File: src/rtl/core/gob_pkg.sv
package gob_pkg;

    localparam int ANGLE_BITS = 6;
    localparam int MAG_LIMIT  = 255;

    localparam int ANG_AW     = 2 * ANGLE_BITS;
    localparam int ANG_DEPTH  = 1 << ANG_AW;
    localparam int CM_W       = $clog2(MAG_LIMIT + 1);
    localparam int PROB_AW    = CM_W + 8;
    localparam int PROB_DEPTH = (MAG_LIMIT + 1) * 256;

    localparam logic [1:0] CMD_PIXEL    = 2'd0;
    localparam logic [1:0] CMD_ANGLE_WR = 2'd1;
    localparam logic [1:0] CMD_PROB_WR  = 2'd2;
    localparam logic [1:0] CMD_FRAME    = 2'd3;

    localparam logic [7:0] REG_STEP   = 8'd0;
    localparam logic [7:0] REG_PERIOD = 8'd1;

    localparam logic [7:0]  STEP_RESET   = 8'd1;
    localparam logic [15:0] PERIOD_RESET = 16'd16;

    localparam int QUEUE_DEPTH = 4;
    localparam int QUEUE_AW    = 2;
    localparam int LEVEL_W     = 3;

    // first member lands in the upper bits
    typedef struct packed {
        logic [7:0] new_bg_angle;
        logic [7:0] fg_probability;
    } result_t;

    typedef struct packed {
        logic               valid;
        logic [LEVEL_W-1:0] level;
    } queue_status_t;

endpackage

File: src/rtl/core/gob_queue.sv
module gob_queue (
    input  logic                   clk,
    input  logic                   rst_n,
    input  logic                   push,
    input  gob_pkg::result_t       push_data,
    input  logic                   pop,
    output gob_pkg::result_t       out_data,
    output gob_pkg::queue_status_t status
);
    import gob_pkg::*;

    result_t               slot_reg [QUEUE_DEPTH];
    logic [QUEUE_AW-1:0]   wr_ptr_reg;
    logic [QUEUE_AW-1:0]   wr_ptr_next;
    logic [QUEUE_AW-1:0]   rd_ptr_reg;
    logic [QUEUE_AW-1:0]   rd_ptr_next;
    logic [LEVEL_W-1:0]    level_reg;
    logic [LEVEL_W-1:0]    level_next;

    always_comb
    begin
        wr_ptr_next = push ? wr_ptr_reg + QUEUE_AW'(1) : wr_ptr_reg;
        rd_ptr_next = pop ? rd_ptr_reg + QUEUE_AW'(1) : rd_ptr_reg;
        level_next  = level_reg + LEVEL_W'(push) - LEVEL_W'(pop);
    end

    always_ff @(posedge clk or negedge rst_n)
    begin
        if (!rst_n)
        begin
            wr_ptr_reg <= '0;
            rd_ptr_reg <= '0;
            level_reg  <= '0;
        end
        else
        begin
            wr_ptr_reg <= wr_ptr_next;
            rd_ptr_reg <= rd_ptr_next;
            level_reg  <= level_next;
        end
    end

    always_ff @(posedge clk)
    begin
        if (push)
        begin
            slot_reg[wr_ptr_reg] <= push_data;
        end
    end

    assign out_data     = slot_reg[rd_ptr_reg];
    assign status.valid = (level_reg != '0);
    assign status.level = level_reg;

endmodule

File: config.mk
export PLATFORM = sky130hd
export DESIGN_NAME = gob_queue
export DESIGN_NICKNAME = d
export VERILOG_FILES = /design/src/rtl/core/gob_pkg.sv /design/src/rtl/core/gob_queue.sv
export SDC_FILE = /design/constraint.sdc
export NUM_CORES = 1
export LEC_CHECK = 0
export BUFFER_PORTS_ARGS = -buffer_cell sky130_fd_sc_hd__buf_2
export CELL_PAD_IN_SITES_DETAIL_PLACEMENT = 0
export CELL_PAD_IN_SITES_GLOBAL_PLACEMENT = 1
export CORE_UTILIZATION = 44
export CTS_CLUSTER_SIZE = 20
export DETAILED_ROUTE_END_ITERATION = 7
export PLACE_DENSITY_LB_ADDON = 0.1
export REMOVE_ABC_BUFFERS = 1
export SLEW_MARGIN = 10
export SYNTH_ARGS = -nofsm -noshare
export SYNTH_HDL_FRONTEND = slang
export SYNTH_SLANG_ARGS = --single-unit
export TNS_END_PERCENT = 20
File: constraint.sdc
create_clock -name clk -period 1.5 [get_ports clk]
set_input_delay 0.15 -clock clk [delete_from_list [all_inputs] [get_ports clk]]
set_output_delay 0.15 -clock clk [all_outputs]
set_load 0.005 [all_outputs]
Word-level counts from Yosys, hierarchy flattened --
Memories as Yosys holds them, arrays and structs flattened. Index checks and enable logic that the tools add are counted. Widths: inputs -> output; s select.
Operators by class: add/subtract/negate cells 4, reductions and logical operators 1, mux-type cells 2
Operator list (count):
- $add 2x1->2 const B | 2
- $add 3x1->3 | 1
- $reduce_bool 3->1 | 1
- $sub 3x1->3 | 1
- $mux 1 | 2
Storage, ports and cells: bits of input ports 20, flip-flop bits (word level) 7, memories 1, memory bits (writable) 64
Memory list:
- slot_reg | words 4, width 16, read ports 1, clocked after memory_dff 0, wr ports 1, line gob_queue.sv:12 | result_t slot_reg [QUEUE_DEPTH];

Logic depth before layout (Yosys ltp) --
word-level depth 2, mapped depth 7

Worst setup path before layout --
OpenSTA, ideal clock, no wires.
path type reg2reg, start reg level_reg[0], end reg level_reg[2], required time 1.420 ns, clock period less this slack 1.610 ns, setup slack -0.110 ns, stages on the path, launching flop included 8, data arrival time 1.530 ns, cells stage by stage dfrtp_1 inv_1 ha_1 inv_1 ha_1 fa_1 xnor2_1 xnor2_1
Between the ends: word-level cells in the longest chain between the ends 2
RTL lines:
- start: declaration | line gob_queue.sv:17 | logic [LEVEL_W-1:0] level_reg;
- start signal: assignment | line gob_queue.sv:39 | level_reg <= level_next;
- $add 3x1->3 | line gob_queue.sv:24 | level_next = level_reg + LEVEL_W'(push) - LEVEL_W'(pop);
- $sub 3x1->3 | line gob_queue.sv:24
- via level_next[2] | line gob_queue.sv:18 | logic [LEVEL_W-1:0] level_next;
The timed path passes the listed nets, and every way through them passes these cells. A chain may end at the register's enable or synchronous reset.

==> impl_metrics.env <==
export IMPL_hold_path_startpoint="push_data[12]"
export IMPL_cts_made_buffers=9
export IMPL_slew_viol_final=0
export IMPL_drt_vias_per_instance=4.905
export IMPL_power_density_mw_per_mm2=1931
export IMPL_skew_ns=0.004664
export IMPL_finalCoreUtilization_pct=57.31
export IMPL_cts_root_buf="clkbuf_8"
export IMPL_rsz0062_at_grt="yes"
export IMPL_drive_above_1_share_pct=48.40
export IMPL_peakVddDrop_uv=933.7
export IMPL_drt_drc_violations_left=0
export IMPL_largest_reg_flops=64
export IMPL_layout_common_cells="edfxtp_1 (64), buf_2 (39), mux4_2 (16)"
export IMPL_antenna_found_initial=0
export IMPL_pre_cts_slack_ns=-0.1994
export IMPL_vias=1290
export IMPL_final_common_cell="edfxtp_1"
export IMPL_core_area_sq_mm=0.005956
export IMPL_hold_end="slot_reg[3][12]"
export IMPL_r2r_start="level_reg[0]"
export IMPL_num_antenna_cells=0
export IMPL_crit_path_start="rd_ptr_reg[0]"
export IMPL_drt_total_wl_mm=4.462
export IMPL_period_share_pct=118.5
export IMPL_cts_htree_levels=3
export IMPL_ys_ff_latch=71
export IMPL_cts_tree="yes"
export IMPL_synth_cell_types=16
export IMPL_drt_first_pass_iters=4
export IMPL_synthAdderAreaFrac_pct=3.478
export IMPL_die_area_sq_mm=0.006533
export IMPL_grt_max_degree=12
export IMPL_timing_rr_end="level_reg[2]"
export IMPL_num_rows=28
export IMPL_wire_per_inst_um=16.97
export IMPL_setup_viol=17
export IMPL_post_route_min_period_ns=1.778
export IMPL_crit_path_end_kind="primary output"
export IMPL_status="finished, violations left"
export IMPL_syn_to_final_growth_pct=24.85
export IMPL_startpoint_type="flip-flop"
export IMPL_hold_viol_final=0
export IMPL_worstHoldPathCells=1
export IMPL_cap_violations=0
export IMPL_min_path_type="primary input to flip-flop"
export IMPL_avgSynthCellArea_sq_um=23.37
export IMPL_arrival_ns=1.63
export IMPL_clockBufferDepth=2
export IMPL_max_freq_mhz=562.4
export IMPL_synth_xor_area_share_pct=1.602
export IMPL_multi_input_area_sq_um=555.5
export IMPL_power_uw=6593
export IMPL_clk_pin_slew_ns=0.07
export IMPL_worst_path_max_fanout=6
export IMPL_crit_required_ns=1.35
export IMPL_die_x_um=80.83
export IMPL_seq_area_sq_mm=0.002098
export IMPL_synth_warnings=0
export IMPL_dp_hpwl_mm=2.966
export IMPL_initial_core_util_pct=45.90
export IMPL_clk_latency_ns=0.32
export IMPL_slew_headroom_pct=88.25
export IMPL_gp_congestion=0.6993
export IMPL_p_leak_uw=0.001277
export IMPL_filler_cell_count=482
export IMPL_reg2reg_depth=7
export IMPL_grt_usage_pct=15.64
export IMPL_r2r_slack_ns=-0.14
export IMPL_synth_compound_area_share_pct=0.1831
export IMPL_die_height_um=80.83
export IMPL_yosysSeqAreaShare_pct=76.70
export IMPL_tightestPinTransition_ns=0.1762
export IMPL_failed_checks="negative setup slack"
export IMPL_syn_cell_area_sq_mm=0.002734
export IMPL_postRouteAntennaNets=0
export IMPL_io_pins=40
export IMPL_synth_top_family_by_area="multiplexers"
export IMPL_grt_overflow_total=0
export IMPL_portBuffers=39
export IMPL_syn_inst=117
export IMPL_synthMuxAreaShare_pct=14.28
export IMPL_synthSimpleGateAreaFrac_pct=1.419
export IMPL_grt_pass1_wl_mm=7.044
export IMPL_first_iter_violations=38
export IMPL_first_global_vias=1415
export IMPL_cts_sink_count=71
export IMPL_nets=210
export IMPL_critPathKind="flip-flop to primary output"
export IMPL_setup_slack_ns=-0.2780
## synthesized netlist by cell type
library cell  count  area share [%]
and2_1            4            0.92
buf_12            1            0.73
buf_2             2            0.37
buf_6             1            0.41
dfrtp_1           7             6.4
edfxtp_1         64              70
fa_1              1            0.73
ha_1              6             2.7
inv_1             6            0.82
mux4_1            8             7.7
mux4_2            8             6.6
nand2_1           2            0.27
o21ai_0           1            0.18
or3_1             1            0.23
xnor2_1           3            0.96
xor2_1            2            0.64
## timing repair
action | CTS | global route
gates resized for setup | 14 | 1
hold buffers | 1 | 0
cloned | 1 | 0
endpoints found under the setup margin | 17 | 18
setup buffers | 3 | 0
pin swaps | 2 | 1
endpoints found under the hold margin | 7 | 0
## how the worst max path moves through the flow
stage                    to  slack [ns]
2_1_floorplan  level_reg[2]       -0.11
6_report        out_data[7]       -0.28
3_3_place_gp   level_reg[2]       -0.09
4_1_cts         out_data[7]       -0.29
5_1_grt         out_data[3]       -0.34
3_5_place_dp   level_reg[2]       -0.20
## power breakdown
part	total [uW]	internal [uW]	switching (uW)
Sequential	2780	2620	156
Clock	1550	933	620
Combinational	2260	1320	944
Total	6590	4870	1720
## per-stage QoR
| step | hold slack, ns | instances | area (sq um) | TNS [ns] |
|---|---|---|---|---|
| finish | 0.04128 | 263 | 3413 | -4.247 |
| global route | 0.02625 | 263 | 3413 | -5.387 |
| CTS | 0.02553 | 263 | 3411 | -4.446 |
| detailed placement | -0.003277 | 242 | 3132 | -0.1994 |
| global placement | -0.007371 | 242 | 3132 | -0.08838 |
| floorplan | -0.1456 | 113 | 2693 | -1.324 |
## logic make-up (layout without fill, tap and decap cells)
kind of cell / after synthesis / after routing
compound gates: 1 / 1
fa+ha+maj: 7 / 7
buf+inv: 10 / 81
flops: 71 / 71
mux: 16 / 16
xor+xnor: 5 / 5
simple gates: 7 / 7
## cell type report
cell class	count	share of cell area (%)
flip-flops and latches	71	61.47
multi-input cells	36	16.28
repair buffers	59	12.83
clock buffers	12	3.959
well taps	75	2.749
clock inverters	4	2.053
inverters	6	0.6598
## worst max-delay path, stage by stage, from the launching register on
cell     delay (ns)
dfrtp_2        0.42
buf_12         0.12
buf_16         0.12
mux4_2         0.50
buf_2          0.14
## per-layer routing
metal  global-route usage, %  vias up  routed length [um]
li1                        -      600                   -
met4                   8.571        0                  77
met5                       0        -                   0
met3                   3.258        8                 166
met2                   25.04       32                2227
met1                   20.02      650                1990
(Power assumes the default switching activity.)
